--- src/sv/gdrf_pkg.sv ---
// gdrf_pkg: widths, fixed-point constants, cell data types and the cordic tables
// shared by the radius filter cells and its top level
// depends on nothing
`default_nettype none

package gdrf_pkg;

  localparam int CORDIC_ITERATIONS_DEF = 24;
  localparam int CORDIC_ITER_MAX       = 40;

  localparam int COORD_W   = 32;  // coordinates, radius and config data
  localparam int DEG_W     = 33;  // degrees q24 after subtraction or doubling
  localparam int ANG_W     = 34;  // radians q30 and cordic datapath
  localparam int A_W       = 31;  // haversine term, 0 to 1.0 in q30
  localparam int SQRT_IN_W = 61;  // haversine term shifted up by 30
  localparam int SQRT_W    = 31;  // root of a 61 bit value
  localparam int D16_W     = 29;  // spherical distance in 1/16 m
  localparam int DIST_SQ_W = 60;

  localparam logic [28:0] DEG2RAD_K = 29'd299845282;  // floor(pi/180 * 2^34)

  localparam logic signed [ANG_W-1:0] PI_Q30      = 34'sd3373259426;
  localparam logic signed [ANG_W-1:0] HALF_PI_Q30 = 34'sd1686629713;
  localparam logic signed [ANG_W-1:0] TWO_PI_Q30  = 34'sd6746518852;
  localparam logic [A_W-1:0]          Q30_ONE     = 31'h4000_0000;

  // 2 * earth radius * 512, split for two narrow multipliers
  localparam logic [32:0] DIST_K = 33'd6525744702;
  localparam int DIST_LO_W = 17;

  localparam logic [DIST_SQ_W-1:0] DIST_SQ_MAX = {DIST_SQ_W{1'b1}};

  typedef enum logic [1:0] {
    REG_COORD_MODE = 2'd0,
    REG_CENTER_X   = 2'd1,
    REG_CENTER_Y   = 2'd2,
    REG_RADIUS     = 2'd3
  } reg_idx_t;

  typedef struct packed {
    logic signed [ANG_W-1:0] x;
    logic signed [ANG_W-1:0] y;
    logic signed [ANG_W-1:0] z;
  } cordic_t;

  typedef struct packed {
    logic [SQRT_IN_W-1:0] rem;
    logic [SQRT_W-1:0]    root;
  } sqrt_t;

  typedef struct packed {
    logic                mode;
    logic [COORD_W-1:0]  ax;
    logic [COORD_W-1:0]  ay;
    logic [3:0]          neg;
  } side_t;

  // atan(2^-i) in q30, rounded
  localparam logic [31:0] ATAN_Q30 [CORDIC_ITER_MAX] = '{
    32'd843314857, 32'd497837829, 32'd263043837, 32'd133525159, 32'd67021687,
    32'd33543516,  32'd16775851,  32'd8388437,   32'd4194283,   32'd2097149,
    32'd1048576,   32'd524288,    32'd262144,    32'd131072,    32'd65536,
    32'd32768,     32'd16384,     32'd8192,      32'd4096,      32'd2048,
    32'd1024,      32'd512,       32'd256,       32'd128,       32'd64,
    32'd32,        32'd16,        32'd8,         32'd4,         32'd2,
    32'd1,         32'd1,         32'd0,         32'd0,         32'd0,
    32'd0,         32'd0,         32'd0,         32'd0,         32'd0
  };

  // reciprocal of the cordic gain in q30 for n steps, worked out at elaboration
  function automatic logic [ANG_W-1:0] cordic_gain(input int n);
    logic [63:0] a2;
    logic [63:0] v;
    logic [63:0] res;
    logic [63:0] bitv;
    logic [63:0] rem;
    logic [63:0] num;
    logic [63:0] q;
    a2 = 64'd1 << 60;
    for (int i = 0; i < CORDIC_ITER_MAX; i++) begin
      if (i < n) begin
        a2 = a2 + (a2 >> (2 * i));
      end
    end
    v    = a2;
    res  = '0;
    bitv = 64'd1 << 62;
    for (int i = 0; i < 32; i++) begin
      if (v >= res + bitv) begin
        v   = v - (res + bitv);
        res = (res >> 1) + bitv;
      end else begin
        res = res >> 1;
      end
      bitv = bitv >> 2;
    end
    num = 64'd1 << 60;
    q   = '0;
    rem = '0;
    for (int b = 60; b >= 0; b--) begin
      rem = {rem[62:0], num[b]};
      if (rem >= res) begin
        rem  = rem - res;
        q[b] = 1'b1;
      end
    end
    return q[ANG_W-1:0];
  endfunction

endpackage

`default_nettype wire

--- src/sv/gdrf_rot_cell.sv ---
// gdrf_rot_cell: one cordic rotation step with its output register
// depends on gdrf_pkg
`default_nettype none

module gdrf_rot_cell #(
  parameter int SHIFT = 0
) (
  input  wire logic             clk,
  input  wire logic             en,
  input  wire gdrf_pkg::cordic_t d_in,
  output gdrf_pkg::cordic_t      d_out
);

  localparam logic signed [gdrf_pkg::ANG_W-1:0] ATAN =
    signed'({2'b00, gdrf_pkg::ATAN_Q30[SHIFT]});

  logic signed [gdrf_pkg::ANG_W-1:0] dx;
  logic signed [gdrf_pkg::ANG_W-1:0] dy;
  gdrf_pkg::cordic_t                 d_next;

  always_comb begin
    dx = d_in.y >>> SHIFT;
    dy = d_in.x >>> SHIFT;
    if (!d_in.z[gdrf_pkg::ANG_W-1]) begin
      d_next.x = d_in.x - dx;
      d_next.y = d_in.y + dy;
      d_next.z = d_in.z - ATAN;
    end else begin
      d_next.x = d_in.x + dx;
      d_next.y = d_in.y - dy;
      d_next.z = d_in.z + ATAN;
    end
  end

  always_ff @(posedge clk) begin
    if (en) begin
      d_out <= d_next;
    end
  end

endmodule

`default_nettype wire

--- config.mk ---
export PLATFORM = sky130hd
export DESIGN_NAME = gdrf_rot_cell
export DESIGN_NICKNAME = d
export VERILOG_FILES = /design/src/sv/gdrf_pkg.sv /design/src/sv/gdrf_rot_cell.sv
export SDC_FILE = /design/constraint.sdc
export NUM_CORES = 1
export LEC_CHECK = 0
export ABC_CLOCK_PERIOD_IN_PS = 9700
export BUFFER_PORTS_ARGS = -buffer_cell sky130_fd_sc_hd__buf_2
export CAP_MARGIN = 25
export CORE_MARGIN = 10
export CORE_UTILIZATION = 45
export DETAILED_ROUTE_END_ITERATION = 10
export MAX_ROUTING_LAYER = met4
export PLACE_DENSITY = 0.68
export SETUP_SLACK_MARGIN = 0.2
export SYNTH_ARGS = -nofsm -noshare
export SYNTH_HDL_FRONTEND = slang
export SYNTH_SLANG_ARGS = --single-unit
--- constraint.sdc ---
create_clock -name clk -period 9.7 [get_ports clk]
set_input_delay 1.455 -clock clk [delete_from_list [all_inputs] [get_ports clk]]
set_output_delay 1.455 -clock clk [all_outputs]
set_load 0.02 [all_outputs]
; Yosys cells after proc, flatten, opt, wreduce, memory -nomap -nowiden
; Index checks and enable logic that the tools add are counted.
[totals]
inputBits = 104
register_bits = 102
elab_cells = 9
[op_classes]
add_sub_neg = 5
muxes = 1
[ops]
columns = cell, n
row1 = two-way mux 102 bit, 1
row2 = subtractor 34 bit, 2
row3 = adder 34 x 31 -> 34 bit (second input constant), 1
row4 = adder 34 bit, 1
row5 = subtractor 34 x 31 -> 34 bit (second input constant), 1

; Logic depth before layout (Yosys ltp)
[depth]
word_depth = 2
mapped_depth = 14
ltp_nobuf = 13

; Least setup slack after synthesis
; No wires, ideal clock.
[synth_timing]
path_type = input-to-reg
start = input port d_in[33] (netlist name)
end = register d_out[31] (netlist name), data pin
arrival_time_ps = 4356
cell_stages = 13
setup_slack_ps = 5086
required_time_ps = 9442
cell_sequence = clkinv_1 > clkbuf_1 > ha_1 > o21ai_0 > a21oi_1 > a221oi_1 > nor3_1 > o31ai_1 > a21oi_1 > a41o_1 > o21a_1 > nor2_1 > xnor2_1
[synth_lines]
columns = item, line
row1 = from (decl), gdrf_rot_cell.sv:10  ; input wire gdrf_pkg::cordic_t d_in,
row2 = to (signal assigned), gdrf_rot_cell.sv:37  ; d_out <= d_next;
row3 = to (decl), gdrf_rot_cell.sv:11  ; output gdrf_pkg::cordic_t d_out

==> results.cfg <==
[min_path]
min_to = d_out[0]
min_path_type = in2reg
worstHoldPathCells = 2
hold_start = d_in[0]

[global_routing]
gr-total-overflow = 0
top_usage_layer = met2
met2_usage_pct = 34.4
antenna_found_initial = 0
grt_pass1_vias = 9042
grt_pass1_wl_mm = 48.3
grt_use_total_pct = 21.2
grtUsageMet3_pct = 2.68
grtUsageMet1_pct = 27.1
grt_max_degree = 64

[cells_and_area]
final_area_sq_um = 11600
max_flop_register = d_out
mostFrequentLayoutCell = buf_2
top_regs = d_out x101
nets = 1562
drive_above_1_share_pct = 18.1
area_delta_synth_final_pct = 14.7
final_cell_mix = buf_2 (203), a21oi_1 (142), ha_1 (131)
n_antenna_cell = 0
largest_reg_flops = 101

[routing]
routed_wl_mm = 30.6
dr.pass1.iters = 6
num_vias = 9292
route.detailed.wl_per_inst_um = 19.0
drtAntennaViolNets = 0
drc = 0
vias_per_cell = 5.78
drt_iter0_markers = 757

[critical_path]
slowest_delay_ns = 0.66
crit_top_cell = buf_4
crit_buf_inv = 3
worstSetupPathType = in2reg
crit_path_cell_trace = buf_4 -> inv_2 -> buf_4 -> ha_1 -> a21o_1 -> a31o_2 -> o211ai_1 -> a2111oi_0 -> o31ai_1 -> a21oi_1 -> a41o_1 -> o21a_1 -> o21ai_0 -> o2bb2ai_1
crit_fanout = 39
startpoint_type = input port
cp_slowest_cell = a2111oi_0
worstPathRequired_ns = 9.81
crit_arrival_ns = 5.36
crit_family = compound AO/OA/AOI/OAI gates
end_kind = flop

[logic_synthesis]
synthesis.instances = 1151
synthFlopType = edfxtp_1
synth.top_cells.by_area = edfxtp_1 (30%), ha_1 (16%), a21oi_1 (7.0%), xnor2_1 (6.4%), inv_1 (3.9%)
ys_types = 73
synth_fp_nets = 1390
yosysTopAreaCell = edfxtp_1
synth-edff-count = 101
avgSynthCellArea_sq_um = 8.76
synth_seq_cells = 101
yosysSeqAreaShare_pct = 30.1
syn_area_sq_um = 10100
yosysWarnings = 0
async_reset_ff_share_pct = 0
netlist.area_leader.share_pct = 30.1

[power_and_ir_drop]
power_switching_mw = 0.650
p_int_mw = 1.01
p_sw_share_pct = 39.2
powerDensity_nw_per_um2 = 143
p_clk_share_pct = 21.5
ir_drop_mv = 0.0674
p_seq_share_pct = 36.1
pwr-share-comb_pct = 42.4
p_leak_nw = 5.29

[run_status]
status = complete, no violations

[sta]
fmax_mhz = 191
max_slew_margin_pct = 47.7
tightestPinTransition_ns = 0.784
slew_violations = 0
fin_crit_sh_pct = 54.1
rsz0062_at_grt = false
finalHoldViolCount = 0
period_needed_ns = 5.25
fin_setup_tns_ns = 0
setup_viol = 0

[clock_network]
cts-root-buf = clkbuf_16
hold_buffers = 0
cts_sinks = 101
cts_buffers = 9
cts_resized = 0
cts.clk_slew.worst_paths_ns = 0.07
clk_path_buf_depth = 2
cts_setup_buffers = 0
htreeDepth = 3
cts_tree = done

[die]
ios = 206
die-area_sq_um = 28800
fp.dieH_um = 170
coreArea_sq_um = 22000
rows = 54
die_x_um = 170
initial_core_util_pct = 45.9

[placement]
place_area_sq_um = 11300
portBuffers = 205
hpwlAfterDp_mm = 24.2
gp_congestion = 0.997

[run]
cap_violations = 0
==> power by group through the flow <==
stage | Combinational, mW | Sequential [mW] | Clock (mW)
final | 0.702 | 0.599 | 0.357
after global routing | 0.766 | 0.607 | 0.379
after CTS | 0.699 | 0.600 | 0.366
after detailed placement | 0.695 | 0.609 | 0
after global placement | 0.693 | 0.608 | 0
after floorplan | 0.374 | 0.705 | 0
==> layer usage <==
metal / routed length (um) / vias up / share of wire, %
met5: 0 / - / 0
met4: 673 / 0 / 2.2
met3: 1950 / 45 / 6.4
li1: - / 4495 / -
met2: 14500 / 389 / 47
met1: 13500 / 4363 / 44
==> per-stage QoR <==
step	hold slack (ns)	setup WS [ns]	total power [mW]	std cells	util (%)
floorplan	1.57	5.09	1.08	1151	-
global placement	1.81	4.22	1.30	1592	51.4
detailed placement	1.81	4.17	1.30	1592	51.4
CTS	1.43	4.53	1.67	1608	52.7
global route	1.47	4.19	1.75	1608	52.7
finish	1.45	4.45	1.66	1608	52.7
==> layout make-up <==
class	count	area, sq um
flip-flops and latches	101	3030
multi-input cells	891	6430
clock inverters	7	47.5
well taps	280	350
clock buffers	9	225
fillers	2054	10400
inverters	110	413
repair buffers	210	1070
==> logic make-up after synthesis <==
family	Yosys count	share of synthesized area (%)
AOI/OAI and AO/OA	389	24.8
and+or+nand+nor	255	11.9
buffers and inverters	159	6.14
adders and majority gates	135	17.0
DFF	101	30.1
xor gates and xnor gates	94	8.16
muxes	18	1.80
==> worst max-delay path by stage <==
stage / slack, ns / endpoint / from / depth (start not counted)
detailed placement: 4.17 / d_out[33] / d_in[33] / 14
global route: 4.19 / d_out[33] / d_in[33] / 14
floorplan: 5.09 / d_out[31] / d_in[33] / 13
CTS: 4.53 / d_out[33] / d_in[33] / 14
global placement: 4.22 / d_out[33] / d_in[33] / 14
finish: 4.45 / d_out[33] / d_in[33] / 14
==> cells in the mapped netlist, drive strengths merged, types with 6 or more instances <==
cell,n
a2111oi,6
a211oi,13
a21o,40
a21oi,142
a31oi,7
buf,17
clkbuf,32
edfxtp,101
ha,131
inv,105
mux2i,17
nand2,68
nand2b,10
nand3,14
nand4,12
nor2,89
nor2b,12
nor3,17
nor4,9
o211ai,10
o21a,8
o21ai,71
o21bai,25
o31ai,12
xnor2,74
xor2,20
(Power assumes the default switching activity.)
