File: config.mk
export PLATFORM = sky130hd
export DESIGN_NAME = gdrf_sqrt_cell
export DESIGN_NICKNAME = d
export VERILOG_FILES = /design/src/sv/gdrf_pkg.sv /design/src/sv/gdrf_sqrt_cell.sv
export SDC_FILE = /design/constraint.sdc
export NUM_CORES = 1
export LEC_CHECK = 0
export BUFFER_PORTS_ARGS = -buffer_cell sky130_fd_sc_hd__buf_2
export CORE_MARGIN = 3
export CORE_UTILIZATION = 30
export CTS_CLUSTER_DIAMETER = 50
export CTS_CLUSTER_SIZE = 40
export DETAILED_ROUTE_END_ITERATION = 10
export HOLD_SLACK_MARGIN = 0.05
export RECOVER_POWER = 100
export SLEW_MARGIN = 20
export SYNTH_ARGS = -nofsm -noshare
export SYNTH_HDL_FRONTEND = slang
export SYNTH_SLANG_ARGS = --single-unit
File: constraint.sdc
create_clock -name clk -period 4.45 [get_ports clk]
set_clock_uncertainty 0.15 [all_clocks]
set_input_delay 1.335 -clock clk [delete_from_list [all_inputs] [get_ports clk]]
set_output_delay 1.335 -clock clk [all_outputs]
set_load 0.01 [all_outputs]
File: src/sv/gdrf_pkg.sv
// gdrf_pkg: widths, fixed-point constants, cell data types and the cordic tables
// shared by the radius filter cells and its top level
// depends on nothing
`default_nettype none

package gdrf_pkg;

  localparam int CORDIC_ITERATIONS_DEF = 24;
  localparam int CORDIC_ITER_MAX       = 40;

  localparam int COORD_W   = 32;  // coordinates, radius and config data
  localparam int DEG_W     = 33;  // degrees q24 after subtraction or doubling
  localparam int ANG_W     = 34;  // radians q30 and cordic datapath
  localparam int A_W       = 31;  // haversine term, 0 to 1.0 in q30
  localparam int SQRT_IN_W = 61;  // haversine term shifted up by 30
  localparam int SQRT_W    = 31;  // root of a 61 bit value
  localparam int D16_W     = 29;  // spherical distance in 1/16 m
  localparam int DIST_SQ_W = 60;

  localparam logic [28:0] DEG2RAD_K = 29'd299845282;  // floor(pi/180 * 2^34)

  localparam logic signed [ANG_W-1:0] PI_Q30      = 34'sd3373259426;
  localparam logic signed [ANG_W-1:0] HALF_PI_Q30 = 34'sd1686629713;
  localparam logic signed [ANG_W-1:0] TWO_PI_Q30  = 34'sd6746518852;
  localparam logic [A_W-1:0]          Q30_ONE     = 31'h4000_0000;

  // 2 * earth radius * 512, split for two narrow multipliers
  localparam logic [32:0] DIST_K = 33'd6525744702;
  localparam int DIST_LO_W = 17;

  localparam logic [DIST_SQ_W-1:0] DIST_SQ_MAX = {DIST_SQ_W{1'b1}};

  typedef enum logic [1:0] {
    REG_COORD_MODE = 2'd0,
    REG_CENTER_X   = 2'd1,
    REG_CENTER_Y   = 2'd2,
    REG_RADIUS     = 2'd3
  } reg_idx_t;

  typedef struct packed {
    logic signed [ANG_W-1:0] x;
    logic signed [ANG_W-1:0] y;
    logic signed [ANG_W-1:0] z;
  } cordic_t;

  typedef struct packed {
    logic [SQRT_IN_W-1:0] rem;
    logic [SQRT_W-1:0]    root;
  } sqrt_t;

  typedef struct packed {
    logic                mode;
    logic [COORD_W-1:0]  ax;
    logic [COORD_W-1:0]  ay;
    logic [3:0]          neg;
  } side_t;

  // atan(2^-i) in q30, rounded
  localparam logic [31:0] ATAN_Q30 [CORDIC_ITER_MAX] = '{
    32'd843314857, 32'd497837829, 32'd263043837, 32'd133525159, 32'd67021687,
    32'd33543516,  32'd16775851,  32'd8388437,   32'd4194283,   32'd2097149,
    32'd1048576,   32'd524288,    32'd262144,    32'd131072,    32'd65536,
    32'd32768,     32'd16384,     32'd8192,      32'd4096,      32'd2048,
    32'd1024,      32'd512,       32'd256,       32'd128,       32'd64,
    32'd32,        32'd16,        32'd8,         32'd4,         32'd2,
    32'd1,         32'd1,         32'd0,         32'd0,         32'd0,
    32'd0,         32'd0,         32'd0,         32'd0,         32'd0
  };

  // reciprocal of the cordic gain in q30 for n steps, worked out at elaboration
  function automatic logic [ANG_W-1:0] cordic_gain(input int n);
    logic [63:0] a2;
    logic [63:0] v;
    logic [63:0] res;
    logic [63:0] bitv;
    logic [63:0] rem;
    logic [63:0] num;
    logic [63:0] q;
    a2 = 64'd1 << 60;
    for (int i = 0; i < CORDIC_ITER_MAX; i++) begin
      if (i < n) begin
        a2 = a2 + (a2 >> (2 * i));
      end
    end
    v    = a2;
    res  = '0;
    bitv = 64'd1 << 62;
    for (int i = 0; i < 32; i++) begin
      if (v >= res + bitv) begin
        v   = v - (res + bitv);
        res = (res >> 1) + bitv;
      end else begin
        res = res >> 1;
      end
      bitv = bitv >> 2;
    end
    num = 64'd1 << 60;
    q   = '0;
    rem = '0;
    for (int b = 60; b >= 0; b--) begin
      rem = {rem[62:0], num[b]};
      if (rem >= res) begin
        rem  = rem - res;
        q[b] = 1'b1;
      end
    end
    return q[ANG_W-1:0];
  endfunction

endpackage

`default_nettype wire

File: src/sv/gdrf_sqrt_cell.sv
// gdrf_sqrt_cell: one bit of a restoring integer square root, registered
// depends on gdrf_pkg
`default_nettype none

module gdrf_sqrt_cell #(
  parameter int BITPOS = 0
) (
  input  wire logic           clk,
  input  wire logic           en,
  input  wire gdrf_pkg::sqrt_t d_in,
  output gdrf_pkg::sqrt_t      d_out
);

  localparam int TW = gdrf_pkg::SQRT_IN_W + 1;

  logic [TW-1:0]   trial;
  gdrf_pkg::sqrt_t d_next;

  always_comb begin
    // (root + 2^k)^2 - root^2
    trial = ({{(TW - gdrf_pkg::SQRT_W){1'b0}}, d_in.root} << (BITPOS + 1))
          + ({{(TW - 1){1'b0}}, 1'b1} << (2 * BITPOS));
    d_next = d_in;
    if ({1'b0, d_in.rem} >= trial) begin
      d_next.rem  = d_in.rem - trial[gdrf_pkg::SQRT_IN_W-1:0];
      d_next.root = d_in.root | (gdrf_pkg::SQRT_W'(1) << BITPOS);
    end
  end

  always_ff @(posedge clk) begin
    if (en) begin
      d_out <= d_next;
    end
  end

endmodule

`default_nettype wire

# --- Word level (Yosys, flattened, before mapping) ---
# Index checks and enable logic that the tools add are counted.
totals:
  out_inout_bits: 92
  wordCells: 7
  inputBits: 94
  reg_bits: 92
classes:
  n_addsub: 2
  n_lt_le_gt_ge: 1
  muxes: 1
ops:
  columns: ["operator", "count"]
  rows:
  - ["$mux 92", 1]
  - ["$ge 61x33->1", 1]
  - ["$sub 61x33->61", 1]
  - ["$add 32x1->33 const B", 1]

# --- Longest topological paths before layout ---
depth:
  ltp_word: 3
  ltp_mapped: 14
  depth_no_buf: 11

# --- Worst setup path after synthesis ---
# Ideal clock, no wire load.
synth_path:
  path_kind: "input to register"
  start: "input d_in[3] (netlist name)"
  end: "register d_out[82] (netlist name) (data pin)"
  t_arrival_ps: 3853
  required_time_ps: 4032
  path_slack_ps: 179
  n_path_buf: 2
  cell_stages: 13
  setup_time_ps: 268
  path_cell_list: "inv_1 > ha_1 > nand2_1 > o31ai_1 > o21ai_1 > o21ai_1 > a41oi_1 > o21ba_1 > buf_6 > or4_4 > buf_6 > nor4_2 > xor2_1"
synth_rtl:
  columns: ["item", "line", "text"]
  rows:
  - ["from (decl)", "gdrf_sqrt_cell.sv:10", "input wire gdrf_pkg::sqrt_t d_in,"]
  - ["to (signal assigned)", "gdrf_sqrt_cell.sv:32", "d_out <= d_next;"]
  - ["to (decl)", "gdrf_sqrt_cell.sv:11", "output gdrf_pkg::sqrt_t d_out"]

==> results.sh <==
export IMPL_status="complete, but fails checks"
export IMPL_violations="max-capacitance violations, max-slew violations"
export IMPL_startpoint_type="input pin"
export IMPL_drv_cap=1
export IMPL_drt_iter0_drc=314
export IMPL_cts_sinks=92
export IMPL_area_growth_pct=27.9
export IMPL_async_reset_ff_frac=0
export IMPL_ys_seq_elements=92
export IMPL_min_path_type="input pin to register"
export IMPL_seq_area_frac_synth=0.479
export IMPL_power_density_nw_per_um2=335
export IMPL_cts_root_buffer="clkbuf_16"
export IMPL_netlist_instances=568
export IMPL_synthTopCellsByCount="92 x edfxtp_1, 64 x a21oi_1, 53 x nor2_1"
export IMPL_design_core_area_um2=18800
export IMPL_crit_path_end_kind="register"
export IMPL_start_util=0.307
export IMPL_largest_register_ffs=92
export IMPL_holdPathStages=1
export IMPL_htreeDepth=3
export IMPL_rows=50
export IMPL_finalWirelength_mm=17.1
export IMPL_vias=5018
export IMPL_ir_drop_uv=189
export IMPL_crit_slowest_cell="or4_1"
export IMPL_crit_top_cell="or3_1"
export IMPL_syn_cell_area_um2=5770
export IMPL_synth_top_area_frac=0.479
export IMPL_fin_crit_sh=0.947
export IMPL_layout_min_cycle_time_ns=4.21
export IMPL_syn_area_per_cell_um2=10.2
export IMPL_hp_start="d_in[10]"
export IMPL_yosysTopAreaCell="edfxtp_1"
export IMPL_worstPathCellList="clkbuf_1 > or3_1 > or3_1 > or4_1 > nor4_1 > o211ai_2 > clkbuf_4 > o21bai_4 > clkbuf_2 > o31ai_1 > o21ai_0"
export IMPL_tritoncts="built"
export IMPL_die_y_um=145
export IMPL_viasPerCell=4.77
export IMPL_arrival_ns=4.14
export IMPL_clk_path_buf_depth=2
export IMPL_die_area_um2=20900
export IMPL_grt_util_all_layers=0.161
export IMPL_die_x_um=145
export IMPL_placement_cell_area_um2=7270
export IMPL_antenna_found_initial=3
export IMPL_slew_headroom=-0.697
export IMPL_p_seq_frac=0.443
export IMPL_numCtsBuffers=9
export IMPL_critical_path_class="input pin to register"
export IMPL_synth_edff_count=92
export IMPL_grt_start_max_net_pins=49
export IMPL_dpl_hpwl_mm=13.7
export IMPL_drc_errors=0
export IMPL_grt_pass1_vias=4975
export IMPL_swShare=0.294
export IMPL_overflow=0
export IMPL_cts_resized=0
export IMPL_clkSlewWorstSetupHoldPaths_ns=0.07
export IMPL_rsz0062_at_grt="no"
export IMPL_synth_area_top_cells="edfxtp_1 48%, ha_1 6.9%, a21oi_1 5.5%, xnor2_1 5.0%, xor2_1 3.8%"
export IMPL_p_leak_nw=2.90
export IMPL_fmax_mhz=237
export IMPL_worst_hold_slack_ns=1.02
export IMPL_yosys_cell_types_count=62
export IMPL_place_gp_congestion=0.911
export IMPL_cts_hold_buffers=0
export IMPL_grt_pass1_wl_mm=26.0
export IMPL_pin_count=186
export IMPL_hold_path_end="d_out[10]"
export IMPL_drtAntennaViolNets=0
export IMPL_pwr_share_comb=0.240
export IMPL_reg_largest_list="d_out (92)"
export IMPL_worst_pin_slew_ns=2.55
export IMPL_worst_path_largest_cell_delay_ns=0.44
export IMPL_regMostFlops="d_out"
export IMPL_synth_nets=695
export IMPL_io_buffers=185
export IMPL_worstPathRequired_ns=4.38
export IMPL_synth_most_common_cell="edfxtp_1"
export IMPL_yosysWarnings=0
export IMPL_stdcell_area_um2=7380
export IMPL_wire_per_inst_um=16.3
export IMPL_num_nets_final=914
export IMPL_slew_viol_final=45
export IMPL_drive_gt1_frac=0.184
export IMPL_firstDrtPassIters=4
export IMPL_internal_power_mw=1.75
export IMPL_p_sw_uw=728
export IMPL_finalHoldViolCount=0
export IMPL_p_clk_frac=0.316
export IMPL_cts_setup_buffers=0
export IMPL_synth_main_ff_cell="edfxtp_1"
export IMPL_crit_path_max_fanout=19
export IMPL_setup_viol=0
==> cells by family (layout without fill, tap and decap cells) <==
logic type / Yosys count / count (layout) / share of synthesized area
AO/OA/AOI/OAI: 146 / 146 / 0.158
XOR/XNOR: 58 / 58 / 0.0880
flip-flops: 92 / 92 / 0.479
adder cells (fa/ha/maj): 33 / 33 / 0.0728
other: 0 / 1 / 0
buffers and inverters: 57 / 281 / 0.0399
AND/OR/NAND/NOR: 182 / 182 / 0.163
==> layout by cell type, fill, tap and decap left out, drive strengths merged, types with 2 or more instances in the layout <==
cell | Yosys | routed
clkbuf | 15 | 124
buf | 3 | 112
edfxtp | 92 | 92
a21oi | 64 | 64
nor2 | 53 | 53
nand2 | 45 | 45
inv | 39 | 39
xnor2 | 33 | 33
ha | 32 | 32
o21ai | 30 | 30
xor2 | 25 | 25
nor3 | 16 | 16
nand3 | 14 | 14
a21o | 12 | 12
nand4 | 11 | 11
or3 | 8 | 8
nor4 | 8 | 8
nor2b | 6 | 6
o211ai | 6 | 6
o21a | 4 | 4
nand3b | 4 | 4
o21bai | 4 | 4
clkinv | 0 | 4
nand2b | 3 | 3
o31ai | 3 | 3
a31oi | 3 | 3
or2 | 3 | 3
and3 | 2 | 2
and2 | 2 | 2
a21boi | 2 | 2
nor4b | 2 | 2
o2111ai | 2 | 2
or4 | 2 | 2
a2111oi | 2 | 2
==> critical path, delay by kind of cell <==
family	cells	cell delay [ns]
compound gates	4	0.65
buf+inv	3	0.56
simple gates	4	1.59
==> power groups by stage <==
stage	clock (mW)	sequential, mW	combinational, mW
2_1_floorplan	0	1.17	0.282
3_3_place_gp	0	1.11	0.624
3_5_place_dp	0	1.11	0.627
4_1_cts	0.803	1.10	0.632
5_1_grt	0.837	1.11	0.667
6_report	0.784	1.10	0.595
==> per-stage QoR <==
| step | setup TNS (ns) | setup WS [ns] | utilization | cells | total power, mW |
|---|---|---|---|---|---|
| 2_1_floorplan | 0 | 0.179 | - | 568 | 1.45 |
| 3_3_place_gp | -0.100 | -0.0519 | 0.386 | 1036 | 1.74 |
| 3_5_place_dp | -0.0793 | -0.0425 | 0.386 | 1036 | 1.74 |
| 4_1_cts | 0 | 0.311 | 0.402 | 1052 | 2.53 |
| 5_1_grt | 0 | 0.0305 | 0.392 | 1052 | 2.61 |
| 6_report | 0 | 0.237 | 0.392 | 1053 | 2.48 |
==> metal layers <==
metal | global-route usage | up-vias | routed length [um]
met4 | 0.0457 | 6 | 284
met3 | 0.0483 | 26 | 1210
met1 | 0.211 | 2312 | 7620
met2 | 0.258 | 154 | 7960
met5 | 0 | - | 47
li1 | - | 2520 | -
==> area by class of cell <==
cell class                 instances  area [um2]
timing repair buffer             226        1090
tap                              260         325
fill                            1945       11400
clock buffer                      10         229
antenna                            1        2.50
clock inverter                     6        65.1
multi-input combinational        419        2760
sequential                        92        2760
inverter                          39         146
==> worst max path at each step <==
| stage | start | end | depth (start not counted) |
|---|---|---|---|
| after global placement | d_in[0] | d_out[84] | 14 |
| final | d_in[81] | d_out[62] | 11 |
| after floorplan | d_in[3] | d_out[82] | 13 |
| after detailed placement | d_in[0] | d_out[82] | 14 |
| after CTS | d_in[3] | d_out[82] | 13 |
| after global routing | d_in[3] | d_out[90] | 13 |
Note: power is estimated with default switching activity, not from simulation.
