<file path="src/sv/gdrf_pkg.sv">
// gdrf_pkg: widths, fixed-point constants, cell data types and the cordic tables
// shared by the radius filter cells and its top level
// depends on nothing
`default_nettype none

package gdrf_pkg;

  localparam int CORDIC_ITERATIONS_DEF = 24;
  localparam int CORDIC_ITER_MAX       = 40;

  localparam int COORD_W   = 32;  // coordinates, radius and config data
  localparam int DEG_W     = 33;  // degrees q24 after subtraction or doubling
  localparam int ANG_W     = 34;  // radians q30 and cordic datapath
  localparam int A_W       = 31;  // haversine term, 0 to 1.0 in q30
  localparam int SQRT_IN_W = 61;  // haversine term shifted up by 30
  localparam int SQRT_W    = 31;  // root of a 61 bit value
  localparam int D16_W     = 29;  // spherical distance in 1/16 m
  localparam int DIST_SQ_W = 60;

  localparam logic [28:0] DEG2RAD_K = 29'd299845282;  // floor(pi/180 * 2^34)

  localparam logic signed [ANG_W-1:0] PI_Q30      = 34'sd3373259426;
  localparam logic signed [ANG_W-1:0] HALF_PI_Q30 = 34'sd1686629713;
  localparam logic signed [ANG_W-1:0] TWO_PI_Q30  = 34'sd6746518852;
  localparam logic [A_W-1:0]          Q30_ONE     = 31'h4000_0000;

  // 2 * earth radius * 512, split for two narrow multipliers
  localparam logic [32:0] DIST_K = 33'd6525744702;
  localparam int DIST_LO_W = 17;

  localparam logic [DIST_SQ_W-1:0] DIST_SQ_MAX = {DIST_SQ_W{1'b1}};

  typedef enum logic [1:0] {
    REG_COORD_MODE = 2'd0,
    REG_CENTER_X   = 2'd1,
    REG_CENTER_Y   = 2'd2,
    REG_RADIUS     = 2'd3
  } reg_idx_t;

  typedef struct packed {
    logic signed [ANG_W-1:0] x;
    logic signed [ANG_W-1:0] y;
    logic signed [ANG_W-1:0] z;
  } cordic_t;

  typedef struct packed {
    logic [SQRT_IN_W-1:0] rem;
    logic [SQRT_W-1:0]    root;
  } sqrt_t;

  typedef struct packed {
    logic                mode;
    logic [COORD_W-1:0]  ax;
    logic [COORD_W-1:0]  ay;
    logic [3:0]          neg;
  } side_t;

  // atan(2^-i) in q30, rounded
  localparam logic [31:0] ATAN_Q30 [CORDIC_ITER_MAX] = '{
    32'd843314857, 32'd497837829, 32'd263043837, 32'd133525159, 32'd67021687,
    32'd33543516,  32'd16775851,  32'd8388437,   32'd4194283,   32'd2097149,
    32'd1048576,   32'd524288,    32'd262144,    32'd131072,    32'd65536,
    32'd32768,     32'd16384,     32'd8192,      32'd4096,      32'd2048,
    32'd1024,      32'd512,       32'd256,       32'd128,       32'd64,
    32'd32,        32'd16,        32'd8,         32'd4,         32'd2,
    32'd1,         32'd1,         32'd0,         32'd0,         32'd0,
    32'd0,         32'd0,         32'd0,         32'd0,         32'd0
  };

  // reciprocal of the cordic gain in q30 for n steps, worked out at elaboration
  function automatic logic [ANG_W-1:0] cordic_gain(input int n);
    logic [63:0] a2;
    logic [63:0] v;
    logic [63:0] res;
    logic [63:0] bitv;
    logic [63:0] rem;
    logic [63:0] num;
    logic [63:0] q;
    a2 = 64'd1 << 60;
    for (int i = 0; i < CORDIC_ITER_MAX; i++) begin
      if (i < n) begin
        a2 = a2 + (a2 >> (2 * i));
      end
    end
    v    = a2;
    res  = '0;
    bitv = 64'd1 << 62;
    for (int i = 0; i < 32; i++) begin
      if (v >= res + bitv) begin
        v   = v - (res + bitv);
        res = (res >> 1) + bitv;
      end else begin
        res = res >> 1;
      end
      bitv = bitv >> 2;
    end
    num = 64'd1 << 60;
    q   = '0;
    rem = '0;
    for (int b = 60; b >= 0; b--) begin
      rem = {rem[62:0], num[b]};
      if (rem >= res) begin
        rem  = rem - res;
        q[b] = 1'b1;
      end
    end
    return q[ANG_W-1:0];
  endfunction

endpackage

`default_nettype wire

</file>
<file path="src/sv/gdrf_vec_cell.sv">
// gdrf_vec_cell: one cordic vectoring step with its output register
// depends on gdrf_pkg
`default_nettype none

module gdrf_vec_cell #(
  parameter int SHIFT = 0
) (
  input  wire logic             clk,
  input  wire logic             en,
  input  wire gdrf_pkg::cordic_t d_in,
  output gdrf_pkg::cordic_t      d_out
);

  localparam logic signed [gdrf_pkg::ANG_W-1:0] ATAN =
    signed'({2'b00, gdrf_pkg::ATAN_Q30[SHIFT]});

  logic signed [gdrf_pkg::ANG_W-1:0] dx;
  logic signed [gdrf_pkg::ANG_W-1:0] dy;
  gdrf_pkg::cordic_t                 d_next;

  always_comb begin
    dx = d_in.y >>> SHIFT;
    dy = d_in.x >>> SHIFT;
    // drive y towards zero, angle builds up in z
    if (!d_in.y[gdrf_pkg::ANG_W-1]) begin
      d_next.x = d_in.x + dx;
      d_next.y = d_in.y - dy;
      d_next.z = d_in.z + ATAN;
    end else begin
      d_next.x = d_in.x - dx;
      d_next.y = d_in.y + dy;
      d_next.z = d_in.z - ATAN;
    end
  end

  always_ff @(posedge clk) begin
    if (en) begin
      d_out <= d_next;
    end
  end

endmodule

`default_nettype wire

</file>
<file path="config.mk">
export PLATFORM = sky130hd
export DESIGN_NAME = gdrf_vec_cell
export DESIGN_NICKNAME = d
export VERILOG_FILES = /design/src/sv/gdrf_pkg.sv /design/src/sv/gdrf_vec_cell.sv
export SDC_FILE = /design/constraint.sdc
export NUM_CORES = 1
export LEC_CHECK = 0
export BUFFER_PORTS_ARGS = -buffer_cell sky130_fd_sc_hd__buf_2
export CAP_MARGIN = 10
export CORE_ASPECT_RATIO = 1.5
export CORE_MARGIN = 2
export CORE_UTILIZATION = 57
export CTS_CLUSTER_SIZE = 14
export DETAILED_ROUTE_END_ITERATION = 8
export GPL_ROUTABILITY_DRIVEN = 1
export GPL_TIMING_DRIVEN = 0
export HOLD_SLACK_MARGIN = 0.05
export MAX_ROUTING_LAYER = met4
export PLACE_DENSITY = 0.8
export SLEW_MARGIN = 25
export SYNTH_ARGS = -nofsm -noshare
export SYNTH_HDL_FRONTEND = slang
export SYNTH_SLANG_ARGS = --single-unit
</file>
<file path="constraint.sdc">
create_clock -name clk -period 4 [get_ports clk]
set_clock_uncertainty 0.2 [all_clocks]
set_input_delay 0 -clock clk [delete_from_list [all_inputs] [get_ports clk]]
set_output_delay 0 -clock clk [all_outputs]
set_load 0.01 [all_outputs]
</file>
Word-level counts from Yosys, hierarchy flattened
Index checks and enable logic that the tools add are counted.
{ "classes": {"addsub": 5, "mux": 1} }
{ "ops": {"columns": ["op", "n"], "rows": [
  ["2-to-1 mux 102 bit", 1],
  ["subtractor 34 bit", 2],
  ["adder 34 x 31 -> 34 bit (second input constant)", 1],
  ["adder 34 bit", 1],
  ["subtractor 34 x 31 -> 34 bit (second input constant)", 1]
]} }
{ "totals": {"input_bits": 104, "register_bits": 102, "elab_cells": 9, "out_inout_bits": 102} }

Logic depth before layout (Yosys ltp)
{ "depth": {"depth_word": 2, "depth_mapped": 12, "ltp_nobuf": 12} }

Worst setup path after synthesis
OpenSTA, ideal clock, no wires.
{ "synth_path": {"kind": "input to register", "from": "input port d_in[67] in the netlist's numbering", "to": "register d_out[32] in the netlist's numbering (data pin)", "setup_ns": 0.263, "t_arrival_ns": 3.032, "required_ns": 3.537, "n_path_buf": 1, "slack_ns": 0.505, "cell_stages": 12, "cell_sequence": "clkinv_1 -> clkbuf_1 -> ha_1 -> and3_1 -> a221oi_2 -> o21ai_1 -> a31oi_1 -> o311ai_1 -> a311o_1 -> a21o_1 -> a311oi_1 -> xnor2_1"} }
{ "synth_lines": {"columns": ["item", "line", "source"], "rows": [
  ["start, declared", "gdrf_vec_cell.sv:10", "input wire gdrf_pkg::cordic_t d_in,"],
  ["end signal, assigned", "gdrf_vec_cell.sv:38", "d_out <= d_next;"],
  ["end, declared", "gdrf_vec_cell.sv:11", "output gdrf_pkg::cordic_t d_out"]
]} }

==> metrics.md <==
| Metric | Value |
|---|---|
| Non-Filler Instances | `roughly 1.7k` |
| Pwr per Cell Area | `327 nW/µm²` |
| Required time worst endpoint | `3.90 ns` |
| Synth Area per Inst | `approximately 8.6 µm²` |
| Initial drt markers | `869` |
| Fmax | `about 260 MHz` |
| Largest net degree at the start of global routing | `72` |
| IO Pins | `around 210` |
| Yosys cell types | `80` |
| Number of flip-flops in the largest register | `between 100 and 150` |
| Die area | `19600 µm²` |
| Comb pwr share | `41.8%` |
| Yosys warning count | `0` |
| Layout cells sized above 1 | `around 17%` |
| Status | `complete, no violations` |
| CTS buffer count | `9` |
| Seq pwr share | `a little over a third` |
| Top_reg_cell synth | `edfxtp_1` |
| Hold Path Class | `in -> reg` |
| H-tree depth | `3` |
| Number of core rows | `60` |
| Peak VDD IR | `0.194 mV` |
| Arrival @ worst endpoint | `around 3.8 ns` |
| Overall routing resource usage | `36.0%` |
| Final setup violation count | `0` |
| P_sw | `1.54 mW` |
| Hold path depth | `3` |
| Startpoint class of the critical path | `input pin` |
| CTS tree | `yes` |
| Final wirelength | `34.8 mm` |
| Initial antenna violation count | `0` |
| N_diodes | `0` |
| Mapped cell area | `10500 µm²` |
| Switching Fraction | `a little under two fifths` |
| Pwr Total | `between 4 and 5 mW` |
| DR pass1 iterations | `5` |
| CTS max path bufs | `2` |
| Drt drc | `0` |
| Slew headroom | `a little over a third` |
| Port bufs | `205` |
| Final #Nets | `1716` |
| Dpl cells | `1644` |
| HPWL after DPL | `26.9 mm` |
| RSZ-0062 raised after global routing | `false` |
| Setup CP Type | `in -> reg` |
| Area growth syn-to-layout | `19.7%` |
| Endpoints failing hold | `0` |
| CP endpoint kind | `register` |
| Syn Inst Count | `1220` |
| Area of the core | `18000 µm²` |
| Clock power share | `~23%` |
| Sum Neg Setup Slack | `0 ns` |
| Final worst path period need | `3.85 ns` |
| First-pass GRT wire length | `approximately 53 mm` |
| #FFs+latches synth | `101` |
| Post-synthesis async set-or-reset flop share | `0%` |
| Initial Util | `58.5%` |
| Fin. max-slew vios | `0` |
| Vias/cell | `6.16` |
| P_int | `2.58 mW` |
| Leakage | `approximately 5.7 nW` |
| Clock Pin Slew Worst Setup and Hold Paths | `around 0.080 ns` |
| Period utilization | `between 90% and 100%` |
| Routed vias | `10.5k` |
| Register area share after synthesis | `approximately 29%` |
| Die extent in y | `around 170 µm` |
| Vias in the first global route | `10.5k` |
| Chip width | `about 120 µm` |
| CP max FO | `5` |
| GP Congestion | `1.01` |
| Worst-Margin Slew | `0.969 ns` |
| Clock Root Buffer | `clkbuf_16` |
| Detail Route Antenna Nets | `0` |
| Most flops, register | `d_out` |
| WL/cell | `20.5 µm` |
| Largest regs | `d_out: 101 flops` |
| Max_cap viols | `0` |
| Sink Count | `101` |
| Syn nets | `between 1k and 1.5k` |
| Grt total ovfl | `0` |
| Post-synth EDFFs | `101` |
## critical path, stage by stage
cell and delay, ns:
dlygate4sd3_1 0.54, buf_2 0.14, ha_1 0.21, fa_1 0.39, nand2b_1 0.18, a21oi_1 0.25, o21ai_0 0.37, o31ai_1 0.46
o21ai_0 0.38, o21a_1 0.33, o211ai_1 0.23, o31ai_2 0.11, xnor2_1 0.15
## metrics by stage
step	hold slack [ns]	area, µm²	worst slack, ns	util (%)
2_1_floorplan	-0.0875	10500	0.505	-
3_3_place_gp	0.0814	11800	-1.21	65.7
3_5_place_dp	0.0789	11900	-0.783	66.0
4_1_cts	0.0508	12600	0.135	69.9
5_1_grt	0.0825	12600	0.00272	70.0
6_report	0.0642	12600	0.151	70.0
## per-layer routing
metal  GRT usage, %  vias up  wire length (µm)  share of wire (%)
li1               -     4939                 -                  -
met1           37.6     4868             12600                 36
met2           64.0      503             17800                 51
met3           4.57      147              2080                6.0
met4           21.3        0              2240                6.4
met5              -        -                 0                  0
## placed cells by master (no fill, tap or decap), drive strengths merged, types with 7 or more instances in the layout
cell and n:
nor3 23, o31ai 9, nand2b 9, nand3 10, and2 7, o21ai 91, o21a 11, o211ai 12
dlygate4sd3 39, clkbuf 47, o21bai 27, ha 132, edfxtp 101, nand4 17, nor2b 22, a21oi 133
a211oi 13, nand2 62, xor2 20, inv 118, mux2i 21, and3 8, a21o 43, a31oi 18
xnor2 73, nor2 92, buf 217
## cells in the mapped netlist, types with 4 or more instances
cell | number | area, µm²
xnor2_1 | 73 | 639
a21o_1 | 43 | 323
mux2i_1 | 21 | 210
or2_2 | 4 | 25.0
and3_1 | 8 | 50.1
buf_2 | 4 | 20.0
o21ai_0 | 76 | 380
fa_1 | 4 | 80.1
a221oi_1 | 4 | 35.0
nor2b_1 | 22 | 138
o221ai_1 | 5 | 43.8
o21ai_1 | 15 | 75.1
a21oi_1 | 133 | 666
xor2_1 | 20 | 175
nor2_1 | 91 | 342
a31oi_1 | 17 | 106
inv_1 | 111 | 417
nand4_1 | 17 | 106
nand3_1 | 10 | 50.1
nand2b_1 | 9 | 56.3
o211ai_1 | 11 | 82.6
clkbuf_1 | 39 | 146
nor3_1 | 23 | 115
o2111ai_1 | 6 | 52.6
or3_1 | 5 | 31.3
o31ai_1 | 8 | 60.1
edfxtp_1 | 101 | 3030
o31a_1 | 4 | 35.0
ha_1 | 132 | 1650
nand2_1 | 62 | 233
nor4_1 | 5 | 31.3
o21bai_1 | 27 | 203
buf_1 | 5 | 18.8
a211oi_1 | 11 | 82.6
o21a_1 | 11 | 82.6
and2_1 | 7 | 43.8
## area by class of cell
type	count	area (µm²)
plain buffers	48	189
well taps	217	272
flip-flops and latches	101	3030
inverters	117	442
multi-input cells	953	6890
fillers	1503	5400
clock buffers	9	225
clock inverters	7	81.3
repair buffers	246	1480
## worst paths after layout
| kind | startpoint | endpoint | slack [ns] |
|---|---|---|---|
| min | d_in[13] | d_out[13] | 0.06 |
| max | d_in[68] | d_out[64] | 0.15 |
## timing repair
action / CTS / global route
gates resized for setup: 2 / 2
hold buffers: 39 / 0
setup endpoints to repair: 7 / 3
hold endpoints to repair: 63 / 0
buffers inserted: 0 / 0
## power by group through the flow
stage,Combinational (mW),Sequential [mW],Clock [mW]
5_1_grt,1.87,1.47,0.973
3_3_place_gp,1.61,1.47,0
4_1_cts,1.69,1.45,0.949
3_5_place_dp,1.63,1.47,0
2_1_floorplan,0.951,1.57,0
6_report,1.72,1.46,0.943
## logic make-up (layout without fill, tap and decap cells)
kind of cell,count (synthesis),in the layout,share of synthesized area [%]
AOI/OAI and AO/OA,423,423,26.2
and+or+nand+nor,280,280,12.9
buffers and inverters,166,427,6.00
adders and majority gates,136,136,16.4
DFF,101,101,28.8
xor gates and xnor gates,93,93,7.73
muxes,21,21,1.99
No activity file was read; power rests on OpenSTA's default activity.
